--- src/hdl/atm_pkg.sv ---
// shared types, constants and text tables of the at command modem interpreter
package atm_pkg;

  localparam int LINE_MAX = 60;
  localparam int LEN_W    = $clog2(LINE_MAX + 1);
  localparam int ADDR_W   = $clog2(LINE_MAX);
  localparam int BAUD_W   = 20;
  localparam logic [BAUD_W-1:0] DEFAULT_BAUD = 20'd9600;

  // decimal conversion of the baud rate, most significant digit first
  localparam int DIG_COUNT = 7;
  localparam int DPOS_W    = 3;
  localparam logic [DPOS_W-1:0] DPOS_LAST = DPOS_W'(DIG_COUNT - 1);

  // first body byte of a dial line, after "ATD"
  localparam logic [ADDR_W-1:0] DIAL_BODY = ADDR_W'(3);

  localparam logic [1:0] OP_HOST = 2'd0;
  localparam logic [1:0] OP_DIAL = 2'd1;
  localparam logic [1:0] OP_LOST = 2'd2;

  localparam logic [1:0] DEST_HOST  = 2'd0;
  localparam logic [1:0] DEST_NET   = 2'd1;
  localparam logic [1:0] DEST_DIAL  = 2'd2;
  localparam logic [1:0] DEST_CLOSE = 2'd3;

  localparam logic [1:0] PLUS_LAST = 2'd2;

  localparam logic [7:0] CH_BS    = 8'h08;
  localparam logic [7:0] CH_CR    = 8'h0d;
  localparam logic [7:0] CH_DEL   = 8'h7f;
  localparam logic [7:0] CH_SPACE = 8'h20;
  localparam logic [7:0] CH_PLUS  = 8'h2b;
  localparam logic [7:0] CH_COMMA = 8'h2c;
  localparam logic [7:0] CH_ZERO  = 8'h30;
  localparam logic [7:0] CH_COLON = 8'h3a;
  localparam logic [7:0] CH_TAB   = 8'h09;
  localparam logic [7:0] CH_A     = 8'h41;
  localparam logic [7:0] CH_D     = 8'h44;
  localparam logic [7:0] CH_E     = 8'h45;
  localparam logic [7:0] CH_H     = 8'h48;
  localparam logic [7:0] CH_I     = 8'h49;
  localparam logic [7:0] CH_O     = 8'h4f;
  localparam logic [7:0] CH_P     = 8'h50;
  localparam logic [7:0] CH_T     = 8'h54;
  localparam logic [7:0] CH_Z     = 8'h5a;
  localparam logic [7:0] CH_LOW_A = 8'h61;
  localparam logic [7:0] CH_LOW_Z = 8'h7a;
  localparam logic [7:0] CASE_BIT = 8'h20;

  // response text, lines packed back to back
  localparam int TEXT_LEN = 71;
  localparam int TPTR_W   = $clog2(TEXT_LEN);
  localparam logic [TEXT_LEN*8-1:0] TEXT_ROM = {
    "OK\015\012",
    "ERROR\015\012",
    "NO CARRIER\015\012",
    "CONNECT\015\012",
    "CONNECT ",
    "VIRTUAL AT MODEM (TCP BRIDGE)\015\012"
  };

  typedef enum logic [2:0] {
    TXT_OK,
    TXT_ERROR,
    TXT_NOCARR,
    TXT_CONNECT,
    TXT_CONNECT_SP,
    TXT_CRLF,
    TXT_IDENT
  } text_id_t;

  typedef enum logic [2:0] {
    SRC_ITEM,
    SRC_PLUS,
    SRC_ZERO,
    SRC_TEXT,
    SRC_DIGIT,
    SRC_RAM
  } byte_src_t;

  typedef struct packed {
    logic [1:0] operation;
    logic [7:0] data_byte;
    logic       dial_ok;
  } in_item_t;

  typedef struct packed {
    logic [1:0] destination;
    logic [7:0] out_byte;
    logic       carrier;
    logic       last;
  } out_item_t;

  typedef struct packed {
    logic        latch_item;
    logic        emit;
    byte_src_t   src;
    logic [1:0]  dest;
    logic        finish;
    logic        mode_set;
    logic        mode_clr;
    logic        plus_inc;
    logic        plus_dec;
    logic        plus_clr;
    logic        echo_set;
    logic        echo_clr;
    logic        link_set;
    logic        link_clr;
    logic        wait_set;
    logic        wait_clr;
    logic        line_write;
    logic        line_back;
    logic        line_clr;
    logic        text_load;
    text_id_t    text_id;
    logic        text_adv;
    logic        dig_load;
    logic        dig_sub;
    logic        dig_next;
    logic        ridx_first;
    logic        ridx_body;
    logic        ridx_inc;
    logic        hdr_latch;
    logic [1:0]  hdr_idx;
    logic        scan_clear;
    logic        scan_take;
    logic        emit_clear;
    logic        emit_take;
  } dp_cmd_t;

  typedef struct packed {
    logic [1:0]       op;
    logic [7:0]       data_byte;
    logic             dial_ok;
    logic             data_mode;
    logic [1:0]       plus_run;
    logic             echo;
    logic             link;
    logic             waiting;
    logic [LEN_W-1:0] line_len;
    logic             out_free;
    logic             text_last;
    logic             dig_ge;
    logic             dig_show;
    logic             dig_last;
    logic             is_at;
    logic             body_empty;
    logic [7:0]       letter;
    logic             e_zero;
    logic             ridx_last;
    logic             dial_empty;
    logic             dial_err;
    logic             ram_emit;
  } dp_stat_t;

  function automatic logic [7:0] upper(input logic [7:0] c);
    return (c >= CH_LOW_A && c <= CH_LOW_Z) ? (c - CASE_BIT) : c;
  endfunction

  function automatic logic is_blank(input logic [7:0] c);
    return (c == CH_SPACE) || (c >= CH_TAB && c <= CH_CR) || (c == CH_COMMA);
  endfunction

  function automatic logic [7:0] rom_byte(input logic [TPTR_W-1:0] idx);
    int base;
    base = (TEXT_LEN - 1 - int'(idx)) * 8;
    return TEXT_ROM[base +: 8];
  endfunction

  function automatic logic [TPTR_W-1:0] text_start(input text_id_t id);
    case (id)
      TXT_OK:         return TPTR_W'(0);
      TXT_ERROR:      return TPTR_W'(4);
      TXT_NOCARR:     return TPTR_W'(11);
      TXT_CONNECT:    return TPTR_W'(23);
      TXT_CONNECT_SP: return TPTR_W'(32);
      TXT_CRLF:       return TPTR_W'(30);
      TXT_IDENT:      return TPTR_W'(40);
      default:        return TPTR_W'(0);
    endcase
  endfunction

  function automatic logic [TPTR_W-1:0] text_end(input text_id_t id);
    case (id)
      TXT_OK:         return TPTR_W'(3);
      TXT_ERROR:      return TPTR_W'(10);
      TXT_NOCARR:     return TPTR_W'(22);
      TXT_CONNECT:    return TPTR_W'(31);
      TXT_CONNECT_SP: return TPTR_W'(39);
      TXT_CRLF:       return TPTR_W'(31);
      TXT_IDENT:      return TPTR_W'(70);
      default:        return TPTR_W'(3);
    endcase
  endfunction

  function automatic logic [BAUD_W-1:0] pow10(input logic [DPOS_W-1:0] pos);
    case (pos)
      3'd0:    return 20'd1000000;
      3'd1:    return 20'd100000;
      3'd2:    return 20'd10000;
      3'd3:    return 20'd1000;
      3'd4:    return 20'd100;
      3'd5:    return 20'd10;
      default: return 20'd1;
    endcase
  endfunction

endpackage

--- src/hdl/atm_ram.sv ---
// generic single write port ram with registered read
module atm_ram #(
  parameter int WIDTH = 8,
  parameter int DEPTH = 60
) (
  input  logic                     clk,
  input  logic                     we,
  input  logic [$clog2(DEPTH)-1:0] waddr,
  input  logic [WIDTH-1:0]         wdata,
  input  logic [$clog2(DEPTH)-1:0] raddr,
  output logic [WIDTH-1:0]         rdata
);

  logic [WIDTH-1:0] mem [DEPTH];

  always_ff @(posedge clk) begin
    if (we) begin
      mem[waddr] <= wdata;
    end
    rdata <= mem[raddr];
  end

endmodule

--- src/hdl/atm_datapath.sv ---
// datapath: modem state, line store, text and digit sources, output staging
module atm_datapath
  import atm_pkg::*;
(
  input  logic                clk,
  input  logic                rst,
  input  in_item_t            in_data,
  input  logic                cfg_wr_en,
  input  logic [BAUD_W-1:0]   cfg_wr_data,
  input  dp_cmd_t             cmd,
  output dp_stat_t            st,
  output logic                out_valid,
  input  logic                out_stall,
  output out_item_t           out_data
);

  in_item_t           item;
  logic [BAUD_W-1:0]  baud;
  logic               data_mode;
  logic [1:0]         plus_run;
  logic               echo;
  logic               link;
  logic               link_next;
  logic               waiting;
  logic [LEN_W-1:0]   line_len;

  logic [TPTR_W-1:0]  tptr;
  logic [TPTR_W-1:0]  tend;

  logic [BAUD_W-1:0]  dval;
  logic [DPOS_W-1:0]  dpos;
  logic [3:0]         dcnt;
  logic               dstarted;
  logic [BAUD_W-1:0]  dpow;

  logic [ADDR_W-1:0]  ridx;
  logic [7:0]         rdata;
  logic [7:0]         hdr [4];

  logic [LEN_W-1:0]   kept;
  logic               prefix;
  logic               have_colon;
  logic               colon_first;
  logic [LEN_W-1:0]   eidx;
  logic               rd_blank;
  logic               rd_tp;

  logic               pend_valid;
  out_item_t          pend;
  out_item_t          fresh;
  logic [7:0]         emit_byte;
  logic               out_free;

  atm_ram #(
    .WIDTH (8),
    .DEPTH (LINE_MAX)
  ) u_line (
    .clk   (clk),
    .we    (cmd.line_write),
    .waddr (line_len[ADDR_W-1:0]),
    .wdata (item.data_byte),
    .raddr (ridx),
    .rdata (rdata)
  );

  assign out_free  = !out_valid || !out_stall;
  assign dpow      = pow10(dpos);
  assign rd_blank  = is_blank(rdata);
  assign rd_tp     = (upper(rdata) == CH_T) || (upper(rdata) == CH_P);
  assign link_next = cmd.link_set ? 1'b1 : (cmd.link_clr ? 1'b0 : link);

  always_comb begin
    case (cmd.src)
      SRC_ITEM:  emit_byte = item.data_byte;
      SRC_PLUS:  emit_byte = CH_PLUS;
      SRC_TEXT:  emit_byte = rom_byte(tptr);
      SRC_DIGIT: emit_byte = CH_ZERO | {4'd0, dcnt};
      SRC_RAM:   emit_byte = rdata;
      default:   emit_byte = 8'd0;
    endcase
    fresh.destination = cmd.dest;
    fresh.out_byte    = emit_byte;
    fresh.carrier     = link_next;
    fresh.last        = 1'b0;
  end

  always_comb begin
    st.op         = item.operation;
    st.data_byte  = item.data_byte;
    st.dial_ok    = item.dial_ok;
    st.data_mode  = data_mode;
    st.plus_run   = plus_run;
    st.echo       = echo;
    st.link       = link;
    st.waiting    = waiting;
    st.line_len   = line_len;
    st.out_free   = out_free;
    st.text_last  = (tptr == tend);
    st.dig_ge     = (dval >= dpow);
    st.dig_last   = (dpos == DPOS_LAST);
    st.dig_show   = dstarted || (dcnt != 4'd0) || (dpos == DPOS_LAST);
    st.is_at      = (line_len >= LEN_W'(2)) && (upper(hdr[0]) == CH_A)
                    && (upper(hdr[1]) == CH_T);
    st.body_empty = (line_len == LEN_W'(2));
    st.letter     = upper(hdr[2]);
    st.e_zero     = (line_len > LEN_W'(3)) && (hdr[3] == CH_ZERO);
    st.ridx_last  = ((LEN_W'(ridx) + LEN_W'(1)) == line_len);
    st.dial_empty = (line_len == LEN_W'(3));
    st.dial_err   = (kept == LEN_W'(prefix)) || (have_colon && colon_first);
    st.ram_emit   = !rd_blank && (eidx >= LEN_W'(prefix));
  end

  // control and mode state
  always_ff @(posedge clk) begin
    if (rst) begin
      baud        <= '0;
      data_mode   <= 1'b0;
      plus_run    <= 2'd0;
      echo        <= 1'b1;
      link        <= 1'b0;
      waiting     <= 1'b0;
      line_len    <= '0;
      out_valid   <= 1'b0;
      pend_valid  <= 1'b0;
    end else begin
      if (cfg_wr_en) begin
        baud <= cfg_wr_data;
      end
      if (cmd.mode_set) begin
        data_mode <= 1'b1;
      end else if (cmd.mode_clr) begin
        data_mode <= 1'b0;
      end
      if (cmd.plus_clr) begin
        plus_run <= 2'd0;
      end else if (cmd.plus_inc) begin
        plus_run <= plus_run + 2'd1;
      end else if (cmd.plus_dec) begin
        plus_run <= plus_run - 2'd1;
      end
      if (cmd.echo_set) begin
        echo <= 1'b1;
      end else if (cmd.echo_clr) begin
        echo <= 1'b0;
      end
      link <= link_next;
      if (cmd.wait_set) begin
        waiting <= 1'b1;
      end else if (cmd.wait_clr) begin
        waiting <= 1'b0;
      end
      if (cmd.line_clr) begin
        line_len <= '0;
      end else if (cmd.line_back) begin
        if (line_len != '0) begin
          line_len <= line_len - LEN_W'(1);
        end
      end else if (cmd.line_write) begin
        line_len <= line_len + LEN_W'(1);
      end

      // one result is held back so the final one of an item can be marked
      if (out_valid && !out_stall) begin
        out_valid <= 1'b0;
      end
      if (cmd.emit) begin
        if (pend_valid) begin
          out_valid <= 1'b1;
        end
        pend_valid <= 1'b1;
      end else if (cmd.finish && pend_valid) begin
        out_valid  <= 1'b1;
        pend_valid <= 1'b0;
      end
    end
  end

  // payload and working registers
  always_ff @(posedge clk) begin
    if (cmd.latch_item) begin
      item <= in_data;
    end
    if (cmd.emit) begin
      if (pend_valid) begin
        out_data <= '{destination: pend.destination, out_byte: pend.out_byte,
                      carrier: pend.carrier, last: 1'b0};
      end
      pend <= fresh;
    end else if (cmd.finish && pend_valid) begin
      out_data <= '{destination: pend.destination, out_byte: pend.out_byte,
                    carrier: pend.carrier, last: 1'b1};
    end

    if (cmd.text_load) begin
      tptr <= text_start(cmd.text_id);
      tend <= text_end(cmd.text_id);
    end else if (cmd.text_adv) begin
      tptr <= tptr + TPTR_W'(1);
    end

    if (cmd.dig_load) begin
      dval     <= (baud == '0) ? DEFAULT_BAUD : baud;
      dpos     <= '0;
      dcnt     <= 4'd0;
      dstarted <= 1'b0;
    end else if (cmd.dig_sub) begin
      dval <= dval - dpow;
      dcnt <= dcnt + 4'd1;
    end else if (cmd.dig_next) begin
      dcnt <= 4'd0;
      dpos <= dpos + DPOS_W'(1);
      if (st.dig_show) begin
        dstarted <= 1'b1;
      end
    end

    if (cmd.ridx_first) begin
      ridx <= '0;
    end else if (cmd.ridx_body) begin
      ridx <= DIAL_BODY;
    end else if (cmd.ridx_inc) begin
      ridx <= ridx + ADDR_W'(1);
    end
    if (cmd.hdr_latch) begin
      hdr[cmd.hdr_idx] <= rdata;
    end

    // dial target, first pass: count kept bytes, note prefix and last colon
    if (cmd.scan_clear) begin
      kept        <= '0;
      prefix      <= 1'b0;
      have_colon  <= 1'b0;
      colon_first <= 1'b0;
    end else if (cmd.scan_take && !rd_blank) begin
      if (kept == '0) begin
        prefix <= rd_tp;
      end
      if (rdata == CH_COLON) begin
        have_colon  <= 1'b1;
        colon_first <= (kept == '0) || (kept == LEN_W'(prefix));
      end
      kept <= kept + LEN_W'(1);
    end

    if (cmd.emit_clear) begin
      eidx <= '0;
    end else if (cmd.emit_take && !rd_blank) begin
      eidx <= eidx + LEN_W'(1);
    end
  end

endmodule

--- src/hdl/atm_control.sv ---
// controller state machine: sequences commands, dial parsing and responses
module atm_control
  import atm_pkg::*;
(
  input  logic     clk,
  input  logic     rst,
  input  logic     in_valid,
  output logic     in_stall,
  input  dp_stat_t st,
  output dp_cmd_t  cmd
);

  typedef enum logic [4:0] {
    S_IDLE,
    S_DISPATCH,
    S_DATA,
    S_PLUS,
    S_NET,
    S_CMD,
    S_H0,
    S_H1,
    S_H2,
    S_H3,
    S_H4,
    S_EXEC,
    S_HANG,
    S_SA,
    S_SB,
    S_DDEC,
    S_PA,
    S_PB,
    S_TEXT,
    S_DIGIT,
    S_FINISH
  } state_t;

  typedef enum logic [1:0] {
    AFT_FINISH,
    AFT_OK,
    AFT_DIGITS
  } after_t;

  typedef enum logic [1:0] {
    HG_NONE,
    HG_OK,
    HG_NOCARR
  } hang_t;

  state_t state, state_next;
  after_t after, after_next;
  hang_t  hang, hang_next;
  logic   hdr_read;

  assign in_stall = (state != S_IDLE);
  assign hdr_read = (state == S_H0) || (state == S_H1) || (state == S_H2) ||
                    (state == S_H3) || (state == S_H4);

  always_ff @(posedge clk) begin
    if (rst) begin
      state <= S_IDLE;
      after <= AFT_FINISH;
      hang  <= HG_NONE;
    end else begin
      state <= state_next;
      after <= after_next;
      hang  <= hang_next;
    end
  end

  always_comb begin
    cmd         = '0;
    cmd.src     = SRC_ITEM;
    cmd.text_id = TXT_OK;
    state_next  = state;
    after_next  = after;
    hang_next   = hang;
    if (state == S_IDLE) begin
      if (in_valid) begin
        cmd.latch_item = 1'b1;
        state_next     = S_DISPATCH;
      end
    end else if (st.out_free || hdr_read) begin
      // steps wait while a finished result is still held at the output,
      // except the header reads, whose ram address already runs ahead
      case (state)
        S_DISPATCH: begin
          case (st.op)
            OP_HOST: state_next = st.data_mode ? S_DATA : S_CMD;
            OP_DIAL: begin
              if (!st.waiting) begin
                state_next = S_FINISH;
              end else begin
                cmd.wait_clr  = 1'b1;
                cmd.text_load = 1'b1;
                state_next    = S_TEXT;
                if (!st.dial_ok) begin
                  cmd.text_id = TXT_NOCARR;
                  after_next  = AFT_FINISH;
                end else begin
                  cmd.link_set = 1'b1;
                  cmd.mode_set = 1'b1;
                  cmd.plus_clr = 1'b1;
                  cmd.dig_load = 1'b1;
                  cmd.text_id  = TXT_CONNECT_SP;
                  after_next   = AFT_DIGITS;
                  if (st.link) begin
                    cmd.emit = 1'b1;
                    cmd.dest = DEST_CLOSE;
                    cmd.src  = SRC_ZERO;
                  end
                end
              end
            end
            OP_LOST: begin
              if (st.link) begin
                hang_next  = st.data_mode ? HG_NOCARR : HG_NONE;
                state_next = S_HANG;
              end else begin
                state_next = S_FINISH;
              end
            end
            default: state_next = S_FINISH;
          endcase
        end
        S_DATA: begin
          if (st.data_byte == CH_PLUS) begin
            if (st.plus_run == PLUS_LAST) begin
              cmd.mode_clr  = 1'b1;
              cmd.plus_clr  = 1'b1;
              cmd.text_load = 1'b1;
              cmd.text_id   = TXT_OK;
              after_next    = AFT_FINISH;
              state_next    = S_TEXT;
            end else begin
              cmd.plus_inc = 1'b1;
              state_next   = S_FINISH;
            end
          end else if (st.plus_run != 2'd0) begin
            state_next = S_PLUS;
          end else begin
            state_next = S_NET;
          end
        end
        S_PLUS: begin
          cmd.emit     = 1'b1;
          cmd.dest     = DEST_NET;
          cmd.src      = SRC_PLUS;
          cmd.plus_dec = 1'b1;
          if (st.plus_run == 2'd1) begin
            state_next = S_NET;
          end
        end
        S_NET: begin
          if (st.link) begin
            cmd.emit = 1'b1;
            cmd.dest = DEST_NET;
            cmd.src  = SRC_ITEM;
          end
          state_next = S_FINISH;
        end
        S_CMD: begin
          if (st.echo) begin
            cmd.emit = 1'b1;
            cmd.dest = DEST_HOST;
            cmd.src  = SRC_ITEM;
          end
          if (st.data_byte == CH_CR) begin
            if (st.line_len >= LEN_W'(2)) begin
              cmd.ridx_first = 1'b1;
              state_next     = S_H0;
            end else begin
              cmd.line_clr = 1'b1;
              state_next   = S_FINISH;
            end
          end else if (st.data_byte == CH_BS || st.data_byte == CH_DEL) begin
            cmd.line_back = 1'b1;
            state_next    = S_FINISH;
          end else begin
            if (st.data_byte >= CH_SPACE && st.line_len < LEN_W'(LINE_MAX)) begin
              cmd.line_write = 1'b1;
            end
            state_next = S_FINISH;
          end
        end
        // read the first four line bytes, one ram read in flight
        S_H0: begin
          cmd.ridx_inc = 1'b1;
          state_next   = S_H1;
        end
        S_H1: begin
          cmd.hdr_latch = 1'b1;
          cmd.hdr_idx   = 2'd0;
          cmd.ridx_inc  = 1'b1;
          state_next    = S_H2;
        end
        S_H2: begin
          cmd.hdr_latch = 1'b1;
          cmd.hdr_idx   = 2'd1;
          cmd.ridx_inc  = 1'b1;
          state_next    = S_H3;
        end
        S_H3: begin
          cmd.hdr_latch = 1'b1;
          cmd.hdr_idx   = 2'd2;
          cmd.ridx_inc  = 1'b1;
          state_next    = S_H4;
        end
        S_H4: begin
          cmd.hdr_latch = 1'b1;
          cmd.hdr_idx   = 2'd3;
          state_next    = S_EXEC;
        end
        S_EXEC: begin
          after_next = AFT_FINISH;
          if (!st.is_at) begin
            cmd.line_clr = 1'b1;
            state_next   = S_FINISH;
          end else if (st.body_empty) begin
            cmd.line_clr  = 1'b1;
            cmd.text_load = 1'b1;
            cmd.text_id   = TXT_OK;
            state_next    = S_TEXT;
          end else if (st.letter == CH_D) begin
            cmd.scan_clear = 1'b1;
            cmd.ridx_body  = 1'b1;
            state_next     = st.dial_empty ? S_DDEC : S_SA;
          end else begin
            cmd.line_clr  = 1'b1;
            cmd.text_load = 1'b1;
            state_next    = S_TEXT;
            case (st.letter)
              CH_H: begin
                hang_next  = HG_OK;
                state_next = S_HANG;
              end
              CH_O: begin
                if (st.link) begin
                  cmd.mode_set = 1'b1;
                  cmd.text_id  = TXT_CONNECT;
                end else begin
                  cmd.text_id = TXT_NOCARR;
                end
              end
              CH_Z: begin
                cmd.echo_set = 1'b1;
                hang_next    = HG_OK;
                state_next   = S_HANG;
              end
              CH_E: begin
                if (st.e_zero) begin
                  cmd.echo_clr = 1'b1;
                end else begin
                  cmd.echo_set = 1'b1;
                end
              end
              CH_I: begin
                cmd.text_id = TXT_IDENT;
                after_next  = AFT_OK;
              end
              CH_A: cmd.text_id = TXT_NOCARR;
              default: cmd.text_id = TXT_OK;
            endcase
          end
        end
        S_HANG: begin
          cmd.wait_clr = 1'b1;
          cmd.mode_clr = 1'b1;
          cmd.plus_clr = 1'b1;
          after_next   = AFT_FINISH;
          if (st.link) begin
            cmd.link_clr = 1'b1;
            cmd.emit     = 1'b1;
            cmd.dest     = DEST_CLOSE;
            cmd.src      = SRC_ZERO;
          end
          case (hang)
            HG_OK: begin
              cmd.text_load = 1'b1;
              cmd.text_id   = TXT_OK;
              state_next    = S_TEXT;
            end
            HG_NOCARR: begin
              cmd.text_load = 1'b1;
              cmd.text_id   = TXT_NOCARR;
              state_next    = S_TEXT;
            end
            default: state_next = S_FINISH;
          endcase
        end
        S_SA: state_next = S_SB;
        S_SB: begin
          cmd.scan_take = 1'b1;
          if (st.ridx_last) begin
            state_next = S_DDEC;
          end else begin
            cmd.ridx_inc = 1'b1;
            state_next   = S_SA;
          end
        end
        S_DDEC: begin
          if (st.dial_err) begin
            cmd.line_clr  = 1'b1;
            cmd.text_load = 1'b1;
            cmd.text_id   = TXT_ERROR;
            after_next    = AFT_FINISH;
            state_next    = S_TEXT;
          end else begin
            cmd.ridx_body  = 1'b1;
            cmd.emit_clear = 1'b1;
            state_next     = S_PA;
          end
        end
        S_PA: state_next = S_PB;
        S_PB: begin
          if (st.ram_emit) begin
            cmd.emit = 1'b1;
            cmd.dest = DEST_DIAL;
            cmd.src  = SRC_RAM;
          end
          cmd.emit_take = 1'b1;
          if (st.ridx_last) begin
            cmd.wait_set = 1'b1;
            cmd.line_clr = 1'b1;
            state_next   = S_FINISH;
          end else begin
            cmd.ridx_inc = 1'b1;
            state_next   = S_PA;
          end
        end
        S_TEXT: begin
          cmd.emit     = 1'b1;
          cmd.dest     = DEST_HOST;
          cmd.src      = SRC_TEXT;
          cmd.text_adv = 1'b1;
          if (st.text_last) begin
            case (after)
              AFT_OK: begin
                cmd.text_load = 1'b1;
                cmd.text_id   = TXT_OK;
                after_next    = AFT_FINISH;
              end
              AFT_DIGITS: state_next = S_DIGIT;
              default:    state_next = S_FINISH;
            endcase
          end
        end
        S_DIGIT: begin
          if (st.dig_ge) begin
            cmd.dig_sub = 1'b1;
          end else begin
            if (st.dig_show) begin
              cmd.emit = 1'b1;
              cmd.dest = DEST_HOST;
              cmd.src  = SRC_DIGIT;
            end
            cmd.dig_next = 1'b1;
            if (st.dig_last) begin
              cmd.text_load = 1'b1;
              cmd.text_id   = TXT_CRLF;
              after_next    = AFT_FINISH;
              state_next    = S_TEXT;
            end
          end
        end
        S_FINISH: begin
          cmd.finish = 1'b1;
          state_next = S_IDLE;
        end
        default: state_next = S_IDLE;
      endcase
    end
  end

endmodule

--- src/hdl/at_command_modem_interpreter.sv ---
// Hayes style AT command interpreter with "+++" escape, one item at a time.
// An item passes through accept, dispatch, its handling steps and finish before
// the next one can be taken. Each response text byte and each held '+' byte is a
// step of its own, as are a network byte and a hang up. A command line first reads
// its first four bytes from the line ram and then decodes it; a dial then makes two
// passes over the ram, S_SA and S_SB and then S_PA and S_PB for each target byte,
// with S_DDEC between them. A CONNECT after a dial then sends the decimal digits
// of the baud without leading zeros, found by repeated subtraction. While the output
// is stalled with a result waiting, the current step is held (the header reads run
// on). A new item is taken in the cycle after the previous one finishes, while its
// last result may still wait at the output.
module at_command_modem_interpreter
  import atm_pkg::*;
(
  input  logic              clk,
  input  logic              rst,
  input  logic              in_valid,
  output logic              in_stall,
  input  in_item_t          in_data,
  output logic              out_valid,
  input  logic              out_stall,
  output out_item_t         out_data,
  input  logic              cfg_wr_en,
  input  logic [BAUD_W-1:0] cfg_wr_data
);

  dp_cmd_t  cmd;
  dp_stat_t st;

  atm_control u_control (
    .clk      (clk),
    .rst      (rst),
    .in_valid (in_valid),
    .in_stall (in_stall),
    .st       (st),
    .cmd      (cmd)
  );

  atm_datapath u_datapath (
    .clk         (clk),
    .rst         (rst),
    .in_data     (in_data),
    .cfg_wr_en   (cfg_wr_en),
    .cfg_wr_data (cfg_wr_data),
    .cmd         (cmd),
    .st          (st),
    .out_valid   (out_valid),
    .out_stall   (out_stall),
    .out_data    (out_data)
  );

endmodule

--- config.mk ---
export PLATFORM = sky130hd
export DESIGN_NAME = at_command_modem_interpreter
export DESIGN_NICKNAME = d
export VERILOG_FILES = /design/src/hdl/atm_pkg.sv /design/src/hdl/atm_ram.sv /design/src/hdl/atm_datapath.sv /design/src/hdl/atm_control.sv /design/src/hdl/at_command_modem_interpreter.sv
export SDC_FILE = /design/constraint.sdc
export NUM_CORES = 1
export LEC_CHECK = 0
export ABC_AREA = 1
export CORE_MARGIN = 8
export CORE_UTILIZATION = 45
export CTS_BUF_LIST = sky130_fd_sc_hd__clkbuf_4 sky130_fd_sc_hd__clkbuf_8
export CTS_CLUSTER_SIZE = 40
export DETAILED_ROUTE_END_ITERATION = 7
export DONT_BUFFER_PORTS = 1
export PLACE_DENSITY_LB_ADDON = 0.08
export SETUP_SLACK_MARGIN = 0.15
export SYNTH_ARGS = -nofsm -noshare
export SYNTH_HDL_FRONTEND = slang
export SYNTH_SLANG_ARGS = --single-unit
--- constraint.sdc ---
create_clock -name clk -period 3.2 [get_ports clk]
set_clock_uncertainty 0.2 [all_clocks]
set_input_delay 0.64 -clock clk [delete_from_list [all_inputs] [get_ports clk]]
set_output_delay 0.64 -clock clk [all_outputs]
set_load 0.02 [all_outputs]
### After elaboration in Yosys (flattened, before gate mapping)

Memories as Yosys holds them, arrays and structs flattened. A register that Yosys moved wholly into a read port is not among the register bits.
Cells that the tools add are included.

| word-level totals | value |
|---|---|
| flip-flop bits (word level) | 140 |
| bits in writable memories | 512 |
| bits of input ports | 36 |
| output and inout bits | 14 |
| memories kept | 2 |

Memories:

| memory | words | bits a word | rd ports | clocked after memory_dff | write ports | RTL line | RTL |
|---|---|---|---|---|---|---|---|
| u_datapath.u_line.mem | 60 | 8 | 1 | 1 | 1 | atm_ram.sv:14 | `logic [WIDTH-1:0] mem [DEPTH];` |
| u_datapath.hdr | 4 | 8 | 4 | 0 | 1 | atm_datapath.sv:38 | `logic [7:0] hdr [4];` |

| cells by class | value |
|---|---|
| add/subtract/negate cells | 16 |
| magnitude comparators | 16 |
| eq/ne operators | 91 |
| shift-type cells | 1 |
| muxes and demuxes | 183 |
| bitwise gates (word level) | 3 |
| reductions and logical operators | 73 |

Operators with widths:

| operator | count |
|---|---|
| 568-bit by 32-bit indexed part select with 8-bit output (first input constant) | 1 |
| 20-bit case mux with 6 select lines | 1 |
| 8-bit by 7-bit equality test with 1-bit output (second input constant) | 12 |
| 5-bit case mux with 19 select lines | 1 |
| 5-bit 2-to-1 mux | 18 |
| 39-bit 2-to-1 mux | 2 |
| 6-bit 2-to-1 mux | 12 |
| 2-bit 2-to-1 mux | 35 |
| 1-bit 2-to-1 mux | 64 |
| 20-bit 2-to-1 mux | 3 |
| 6-bit case mux with 8 select lines | 1 |
| 4-bit 2-to-1 mux | 11 |
| 5-bit by 4-bit equality test with 1-bit output (second input constant) | 8 |
| 8-bit by 6-bit equality test with 1-bit output (second input constant) | 5 |
| 8-bit case mux with 5 select lines | 1 |
| 12-bit 2-to-1 mux | 3 |
| 6-bit case mux with 6 select lines | 1 |
| 7-bit case mux with 5 select lines | 1 |
| 8-bit by 7-bit >= comparator with 1-bit output (second input constant) | 4 |
| 8-bit by 7-bit <= comparator with 1-bit output (second input constant) | 4 |
| 8-bit 2-to-1 mux | 4 |
| 8-bit by 6-bit subtractor with 8-bit output (second input constant) | 4 |
| 4-bit case mux with 7 select lines | 1 |
| 5-bit equality test (second input constant) | 5 |
| 67 further kinds | 181 |

### Logic depth before layout (Yosys ltp)

Gate-level depths: netlist of the first run.
An unclocked memory read counts as a cell.

| depth | value |
|---|---|
| word-level depth | 15 |
| mapped depth | 23 |

### Hierarchy

Synthesis of the first run repeated with hierarchy kept, for this count alone.

| second synthesis, totals | value |
|---|---|
| cells, all modules | 3,317 |
| area, all modules | 31,313.8 um2 |

Modules (own cells, without submodules):

| module | instances | cells each | area each (um2) |
|---|---|---|---|
| atm_ram | 1 | 1,763 | 20,111.8 |
| atm_datapath | 1 | 1,154 | 9,252.6 |
| atm_control | 1 | 400 | 1,949.4 |

### Worst setup path before layout of the first run

Ideal clock, no wire load.

| timing | value |
|---|---|
| path type | reg-to-reg |
| start | reg u_datapath.dpos[0] |
| end | reg u_datapath.out_data[0] (netlist name) |
| setup time | 0.350 ns |
| data arrival time | 3.016 ns |
| path slack | -0.367 ns |
| stages on the path, launching flop included | 22 |
| period minus slack after synthesis | 3.567 ns |
| cell sequence | dfxtp_1 > ha_1 > ha_1 > a21oi_4 > nand2_1 > a31oi_1 > ha_1 > a21oi_1 > nand2_1 > nand2_1 > nand2_1 > nand2_1 > nand2_1 > nand2_1 > nand2_1 > nor2_1 > nand2_1 > nand2_2 > o21ai_2 > inv_2 > nand2_1 > nand2_1 |

RTL lines:

| item | RTL line | RTL |
|---|---|---|
| start, declared | atm_datapath.sv:31 | `logic [DPOS_W-1:0] dpos;` |
| start signal, assigned | atm_datapath.sv:211 | `dpos <= dpos + DPOS_W'(1);` |

### Worst setup path in the final report of the first run

| timing | value |
|---|---|
| start | reg u_datapath.dpos[0] |
| end | reg u_datapath.tptr[4] (enable) |

| between the ends | value |
|---|---|
| longest elaborated chain between the ends | 8 |
| elaborated cells between the ends (all ways) | 15 |
| classes of those cells | 1 x order compare; 6 x eq/ne; 6 x mux; 2 x reduce/logical |

Ends and longest elaborated chain:

| item | RTL line | RTL |
|---|---|---|
| 3-bit equality test, or another cell as far along | atm_pkg.sv:198 | `case (pos)` |
| 20-bit case mux with 6 select lines | atm_pkg.sv:198 |  |
| 20-bit >= comparator | atm_datapath.sv:99 | `st.dig_ge = (dval >= dpow);` |
| 4-bit 2-to-1 mux * | atm_control.sv:348 | `if (st.dig_ge) begin` |
| 4-bit case mux with 7 select lines * | atm_control.sv:85 | `case (state)` |
| 39-bit 2-to-1 mux * | atm_control.sv:82 | `end else if (st.out_free \|\| hdr_read) begin` |
| 39-bit 2-to-1 mux * | atm_control.sv:77 | `if (state == S_IDLE) begin` |
| 2-bit nonzero test (no source line) * | -- |  |
| end signal, assigned | atm_datapath.sv:195 | `tptr <= text_start(cmd.text_id);` |
| end signal, assigned | atm_datapath.sv:198 | `tptr <= tptr + TPTR_W'(1);` |
| end, declared | atm_datapath.sv:27 | `logic [TPTR_W-1:0] tptr;` |

Every way passes the cells marked *; elsewhere a longest branch is shown, timed or not.
A chain may end at the register's enable or synchronous reset.

==> summary.txt, run 1 <==
Route
  • Routed length per placed instance: about 21 um
  • DR vias/cell: 5.53
  • DR DRC count: 0
  • Final wirelength: ~90000 um
  • Initial DRC Count: ~2200
  • DRT antenna net count: 0
  • Vias: roughly 23000
  • TritonRoute pass-1 iters: 6

Setup path
  • Crit path to: u_datapath.tptr[4]$_DFFE_PP_
  • Critical Path Sink Type: register
  • Data required time at the worst endpoint: 3.40 ns
  • R2R setup slack: -0.07 ns
  • Critical path data arrival time: between 3 and 4 ns
  • Startpoint Class: register
  • CP startpoint: u_datapath.dpos[0]$_SDFFE_PP0P_
  • Reg2reg start: u_datapath.dpos[0]$_SDFFE_PP0P_
  • R2R depth: 20
  • Worst-path fanout max: 7
  • Reg-to-Reg End: u_datapath.tptr[4]$_DFFE_PP_
  • Setup CP Type: register to register

Finish
  • Cell area after layout: 0.0361 sq mm
  • Post-Route Utilization: 54.8%
  • N_diodes: 0
  • Share of layout cells above drive strength 1: between 20% and 30%
  • Layout Nets: around 3300
  • Non-filler instance count after layout: just over 4000
  • Area delta synth->final: 20.4%

Timing
  • Least-Margin Pin Slew: ~0.81 ns
  • Slew Viols, Final: 0
  • TNS Setup: -1.69 ns
  • Tmin final: around 3.3 ns
  • F_max: about 300 MHz
  • Crit share post-route: 102%
  • Final setup violation count: 39
  • RSZ-0062 raised after global routing: yes
  • Final setup margin: -0.0723 ns
  • Slew headroom: between 40% and 50%
  • Final hold vios: 0

Synthesis
  • Ys async rst share: 0%
  • Synthesized net count: just under 3000
  • Ys Warns: 0
  • Synth unique cells: 61
  • Most frequent cell after synthesis: edfxtp_1
  • Post-synth EDFFs: between 500 and 600
  • Largest area contributor in the synthesized netlist: edfxtp_1
  • Avg Synthesized Cell Area: roughly 10 sq um
  • Post-synth top cells: 579 x edfxtp_1, 513 x nor2_1, 396 x o21ai_0
  • Post-synthesis register bit count: ~660
  • Largest cells by area after synthesis: edfxtp_1 58%, o21ai_0 6.6%, nor2_1 6.4%
  • Ys flop type: edfxtp_1
  • Gate Count Post-Synth: slightly below 3000
  • Register area share after synthesis: a little under two thirds
  • Area share of the largest cell type after synthesis: between 50% and 60%
  • Post-synthesis instance area: 0.0299 sq mm

Floorplanning
  • DIE WIDTH: roughly 270 um
  • Die ar.: between 0.07 and 0.08 sq mm
  • IO Pins: 50
  • Die height: roughly 270 um
  • Starting density of the core: approximately 45%
  • # rows: 94
  • Core Box Area: between 0.06 and 0.07 sq mm

Flow run
  • Max-Cap Viols: 0

Pwr
  • Leak Pwr: roughly 13 nW
  • Pwr Density: approximately 700 mW/mm^2
  • Worst vdd ir: 0.000428 V
  • Tot Pwr: between 20 and 30 mW

Global routing
  • Total Routing Usage GR: between 20% and 30%
  • Number of global-route vias before repair: approximately 22000
  • Global-route wire length before repair: 133000 um
  • Overflow after GRT: 0
  • Initial antenna violation count: 1
  • Pin count of the biggest net entering global routing: a little under 90

Placement
  • Post-DP Area: around 0.033 sq mm
  • Post-DP HPWL: 58000 um
  • Dpl cells: 3860
  • Port bufs: 0
  • GPL Wtd Cong: between 0.9 and 1

CTS
  • CTS root buffer: clkbuf_8
  • H-tree depth: 3
  • Worst-path clk slew: approximately 0.06 ns
  • Max clock buf depth: 3
  • CTS sink cnt: between 600 and 700
  • CTS tree: yes
  • Clock buffer count from CTS: ~110
  • Clock latency on the worst-skew pair: between 0.7 and 0.8 ns

Outcome
  • Outcome: finished with violations
  • Violated checks: setup timing

Hold path
  • Worst hold path class: input pin to register
==> layer usage <==
metal	global-route usage (%)	share of wire, %	vias to the layer above
met4	9.28	4.0	0
met2	37.3	47	726
met3	3.51	5.3	202
li1	-	-	10900
met1	30.5	43	11000
met5	0	0	-
==> worst max-delay path, stage by stage (launching register included) <==
cell and delay, ns:
dfxtp_4 0.36, ha_4 0.17, ha_4 0.16, a21oi_4 0.16, nand2_2 0.08, a31oi_1 0.18, ha_1 0.28, a21oi_1 0.14
nand2_1 0.10, nand2_1 0.08, nand2_2 0.06, nand2_2 0.07, nand2_2 0.06, nand2_4 0.11, nand3_4 0.13, nor2_4 0.17
nor2_4 0.05, nand3_2 0.10, nand2_4 0.07, buf_4 0.16, nand2_8 0.08
==> worst min-delay path by stage <==
stage,startpoint,to,slack [ns],depth (start not counted)
after floorplan,u_datapath.pend[10]$_SDFFCE_PP0P_,u_datapath.out_data[10]$_DFFE_PP_,0.20,0
after global placement,u_datapath.pend[7]$_DFFE_PP_,u_datapath.out_data[7]$_DFFE_PP_,0.22,0
after detailed placement,u_datapath.pend[7]$_DFFE_PP_,u_datapath.out_data[7]$_DFFE_PP_,0.21,0
after CTS,rst,u_control.state[0]$_SDFFE_PP0P_,0.002,3
after global routing,rst,u_control.state[0]$_SDFFE_PP0P_,0.04,3
final,rst,u_control.state[0]$_SDFFE_PP0P_,0.08,3
==> stage by stage <==
step                      setup slack [ns]  hold slack [ns]
after detailed placement            -0.134            0.215
after floorplan                    -0.0106            0.200
after global routing                -0.263           0.0377
after global placement              -0.123            0.217
after CTS                          -0.0512          0.00175
final                              -0.0723           0.0848
==> power by group <==
part | switching [mW] | internal (mW) | total (mW)
combinational | 5.18 | 2.33 | 7.52
clock | 3.40 | 4.05 | 7.45
sequential | 0.344 | 10.1 | 10.4
total | 8.92 | 16.5 | 25.4
==> area by class of cell <==
type	instances	area [sq um]
repair buffers	302	2680
flip-flops and latches	659	19000
well taps	864	1080
inverters	197	754
multi-input cells	1911	10300
fillers	5759	29800
clock inverters	42	323
clock buffers	152	1880
==> cell families (layout without fill, tap and decap cells) <==
family          Yosys count  count (layout)  synth area share, %
simple gates           1113            1114                 16.1
compound gates          716             716                 13.3
flops                   659             659                 63.4
buf+inv                 322             693                 4.19
fa+ha+maj                45              45                 1.93
xor+xnor                 35              35                 1.02
mux                       1               1               0.0334
==> flip-flops by register name, summed over array words and instances, names as in the netlist, 3 cells and up <==
signal                   count
u_datapath.tend              6
u_datapath.hdr              32
u_datapath.u_line.rdata      8
u_datapath.kept              6
u_datapath.pend             11
u_datapath.eidx              6
u_control.state              5
u_datapath.baud             20
u_datapath.st               11
u_datapath.dval             20
u_datapath.u_line.mem      480
u_datapath.dcnt              4
u_datapath.out_data         12
u_datapath.tptr              7
u_datapath.line_len          6
u_datapath.dpos              3
u_datapath.ridx              6
==> timing repair <==
action                                  in CTS  in global routing
pin swaps                                    8                 18
hold endpoints to repair                    43                  0
resized for setup                           34                 94
buffers inserted                             6                 17
hold buffers                                46                  0
gates cloned                                 2                  3
endpoints found under the setup margin      92                194
==> placed cells by master, fill, tap and decap left out, drive strengths merged, types with 4 or more instances in the layout <==
cell type / count
nand4: 32
a211oi: 4
o21a: 4
nor2: 549
o21bai: 4
o32ai: 6
o21ai: 409
xor2: 28
dlygate4sd3: 46
nor4: 20
xnor2: 7
a31oi: 13
clkinv: 38
ha: 43
and3: 4
nand3: 131
edfxtp: 579
a21oi: 107
dfxtp: 80
buf: 254
nand2: 335
o221ai: 15
o22ai: 124
o211ai: 15
nor3: 29
clkbuf: 154
inv: 197
or2: 7
(Power assumes the default switching activity.)
==> run 2, diff against run 1 <==
SYNTH_HIERARCHICAL = 1   (was unset)
==> run 2 against run 1 <==
  * The flow still finishes with violations (setup timing)
  * Clock-buffer cell count rose by 1
  * Cell count increased by 13%
  * Worst hold slack better by 0.096 ns
  * Combinational power rose by 2%
  * Clock power is essentially flat
  * First-iteration DRC count fell by 3.5%
  * Wire length increased by 2.8%
  * Synthesized area rose by 4.6%
  * Highest routed layer is now met5
==> summary.txt, run 2 <==
Timing
  • Least-Margin Pin Slew: 0.907 ns (was 0.815 ns)
  • Final setup violation count: 99 (was 39)
  • Crit share post-route: 122% (was 102%)
  • TNS Setup: -50.61 ns (was -1.69 ns)
  • Slew headroom: 39.5% (was 45.0%)
  • Tmin final: 3.92 ns (was 3.27 ns)
  • Final hold vios: 0 (unchanged)
  • Slew Viols, Final: 0 (unchanged)
  • Final setup margin: -0.717 ns (was -0.0723 ns)
  • F_max: 255 MHz (was 306 MHz)
  • RSZ-0062 raised after global routing: yes (unchanged)
  • WHS: 0.180 ns (was 0.0848 ns)

Setup path
  • Data required time at the worst endpoint: 3.44 ns (was 3.40 ns)
  • Setup CP Type: register to register (unchanged)
  • Startpoint Class: register (unchanged)
  • CP max stage cell: dfxtp_2 (was dfxtp_4)
  • Worst-path fanout max: 4 (was 7)
  • Crit path max-delay family: compound AO/OA/AOI/OAI gates (was simple AND/OR/NAND/NOR gates)
  • Crit path top cell by count: a21oi_2 (was nand2_2)
  • Critical Path Sink Type: register (unchanged)
  • Critical path data arrival time: 4.16 ns (was 3.47 ns)
  • Buffers and inverters on the worst path: 7 (was 1)
  • Largest stage delay on the critical path: 0.35 ns (was 0.36 ns)

Pwr
  • Clock power share: 29.1% (was 29.3%)
  • Sequential Power Share: 40.9% (was 41.1%)
  • Tot Pwr: 25.5 mW (was 25.4 mW)
  • Net Sw Power: 9.29 mW (was 8.92 mW)
  • Combinational share of power: 29.9% (was 29.6%)
  • Worst vdd ir: 0.000773 V (was 0.000428 V)
  • Pint: 16.2 mW (was 16.5 mW)
  • Pwr Density: 675 mW/mm^2 (was 705 mW/mm^2)
  • Switching share of power: 36.4% (was 35.1%)
  • Leak Pwr: 15.1 nW (was 13.0 nW)

CTS
  • CTS tree: yes (unchanged)
  • CTS root buffer: clkbuf_8 (unchanged)
  • Clock latency on the worst-skew pair: 0.73 ns (about the same)
  • Max clock buf depth: 3 (unchanged)
  • CTS sink cnt: 659 (unchanged)
  • Worst-path clk slew: 0.06 ns (about the same)
  • H-tree depth: 3 (unchanged)
  • Clock buffer count from CTS: 112 (was 108)

Route
  • DRT antenna net count: 0 (unchanged)
  • Routed length per placed instance: 19.5 um (was 21.3 um)
  • Final wirelength: 90500 um (was 88000 um)
  • Vias: 24700 (was 22800)
  • TritonRoute pass-1 iters: 6 (unchanged)
  • DR vias/cell: 5.31 (was 5.53)
  • DR DRC count: 0 (unchanged)
  • Initial DRC Count: 2096 (was 2172)

Flow run
  • Max-Cap Viols: 0 (unchanged)

Synthesis
  • Post-synthesis register bit count: 659 (unchanged)
  • Synth unique cells: 56 (was 61)
  • Largest cells by area after synthesis: edfxtp_1 56%, nand2_1 11%, nand3_1 7.6% (was edfxtp_1 58%, o21ai_0 6.6%, nor2_1 6.4%)
  • Gate Count Post-Synth: 3317 (was 2891)
  • Post-synthesis instance area: 0.0313 sq mm (was 0.0299 sq mm)
  • Largest area contributor in the synthesized netlist: edfxtp_1 (unchanged)
  • Avg Synthesized Cell Area: 9.44 sq um (was 10.4 sq um)
  • Area share of the largest cell type after synthesis: 55.5% (was 58.1%)
  • Ys flop type: edfxtp_1 (unchanged)
  • Register area share after synthesis: 60.6% (was 63.4%)
  • Synthesized net count: 3396 (was 2972)
  • Post-synth EDFFs: 579 (unchanged)
  • Post-synth top cells: 906 x nand2_1, 579 x edfxtp_1, 477 x nand3_1 (was 579 x edfxtp_1, 513 x nor2_1, 396 x o21ai_0)
  • Ys async rst share: 0% (unchanged)
  • Ys Warns: 6 (was 0)
  • Most frequent cell after synthesis: nand2_1 (was edfxtp_1)

Finish
  • Max FFs per register: 480 (unchanged)
  • Most common cell after layout, fill and taps aside: nand2_1 (was edfxtp_1)
  • Top flop regs: u_datapath/u_line/mem x480, u_datapath/hdr x32 (was u_datapath.u_line.mem x480, u_datapath.hdr x32)
  • Commonest cells after routing, fill and taps aside: 877 x nand2_1, 579 x edfxtp_1, 466 x nand3_1 (was 579 x edfxtp_1, 468 x nor2_1, 379 x o21ai_0)
  • Area delta synth->final: 20.7% (was 20.4%)
  • Top reg by flops: u_datapath/u_line/mem (was u_datapath.u_line.mem)
  • Share of layout cells above drive strength 1: 19.2% (was 20.1%)
  • Post-Route Utilization: 55.0% (was 54.8%)
  • Cell area after layout: 0.0378 sq mm (was 0.0361 sq mm)
  • Layout Nets: 3696 (was 3260)

Floorplanning
  • # rows: 96 (was 94)
  • IO Pins: 50 (unchanged)
  • Die height: 280 um (was 274 um)
  • Core Box Area: 0.0687 sq mm (was 0.0659 sq mm)
  • Die ar.: 0.0783 sq mm (was 0.0751 sq mm)
  • Starting density of the core: 45.6% (was 45.5%)
  • DIE WIDTH: 280 um (was 274 um)

Global routing
  • Pin count of the biggest net entering global routing: 170 (was 89)
  • Overflow after GRT: 0 (unchanged)
  • Number of global-route vias before repair: 23900 (was 22400)
  • Global-route wire length before repair: 138000 um (was 133000 um)
  • Total Routing Usage GR: 22.4% (was 22.9%)
  • Initial antenna violation count: 7 (was 1)

Placement
  • Port bufs: 0 (unchanged)
  • GPL Wtd Cong: 0.927 (was 0.905)
  • Post-DP HPWL: 57000 um (was 58000 um)
  • Post-DP Area: 0.0338 sq mm (was 0.0326 sq mm)

Hold path
  • Worst hold path class: input pin to register (unchanged)

Outcome
  • Outcome: finished with violations (unchanged)
  • Violated checks: setup timing (unchanged)
==> run 2: what timing repair did <==
| item | 4_1_cts | 5_1_grt |
|---|---|---|
| pin swaps | 39 | 46 |
| hold endpoints to repair | 50 | 0 |
| hold buffers | 51 | 0 |
| gates resized for setup | 107 | 135 |
| buffers inserted | 32 | 9 |
| gates cloned | 2 | 3 |
| setup endpoints to repair | 116 | 217 |
==> run 2: worst reg2reg max path: cells and delay by family, from the launching register on <==
kind	cells	cell delay, ns
compound gates	8	0.90
fa+ha+maj	3	0.63
buf+inv	7	0.71
flops	1	0.35
simple gates	10	0.86
==> run 2: cell type report <==
type / count / area [sq um]
inverter: 305 / 1210
fill: 6140 / 30900
timing repair buffer: 329 / 2850
multi-input combinational: 2210 / 11400
tap: 931 / 1160
clock buffer: 153 / 1860
sequential: 659 / 19000
antenna: 6 / 15.0
clock inverter: 50 / 325
==> run 2: path summary, 6_finish.rpt <==
| check | startpoint | end | slack (ns) | depth (start not counted) |
|---|---|---|---|---|
| setup reg to reg | u_datapath/dpos[1]$_SDFFE_PP0P_ | u_datapath/tptr[4]$_DFFE_PP_ | -0.72 | 28 |
| setup / recovery | u_datapath/dpos[1]$_SDFFE_PP0P_ | u_datapath/tptr[4]$_DFFE_PP_ | -0.72 | 28 |
| hold / removal | in_valid | u_control/state[3]$_SDFFE_PP0P_ | 0.18 | 5 |
| hold reg to reg | u_datapath/pend[1]$_DFFE_PP_ | u_datapath/out_data[1]$_DFFE_PP_ | 0.22 | 0 |
==> run 2: cell families after synthesis <==
logic type	Yosys count	share of synthesized area (%)
buffers and inverters	451	6.34
AOI/OAI and AO/OA	297	5.16
adders and majority gates	43	1.77
and+or+nand+nor	1837	25.3
DFF	659	60.6
xor gates and xnor gates	30	0.839
==> run 2: power by group through the flow <==
stage          logic (mW)  registers, mW  clock network (mW)
3_3_place_gp         7.38           10.6                   0
5_1_grt              8.40           10.5                7.94
4_1_cts              7.54           10.4                7.61
6_report             7.64           10.4                7.43
2_1_floorplan        4.78           10.7                   0
3_5_place_dp         7.43           10.6                   0
==> run 2: routing by layer <==
layer / up-vias / global-route usage [%] / part of all wire [%]
met1: 11800 / 29.7 / 43
li1: 11900 / - / -
met3: 202 / 3.47 / 5.4
met2: 807 / 37.3 / 48
met4: 2 / 7.93 / 3.6
met5: - / 0 / 0.014
==> run 2: stage by stage <==
step           instances  setup slack, ns
2_1_floorplan       3317           -0.511
3_3_place_gp        4337            -1.01
3_5_place_dp        4337            -1.14
4_1_cts             4625           -0.667
5_1_grt             4643           -0.951
6_report            4643           -0.717
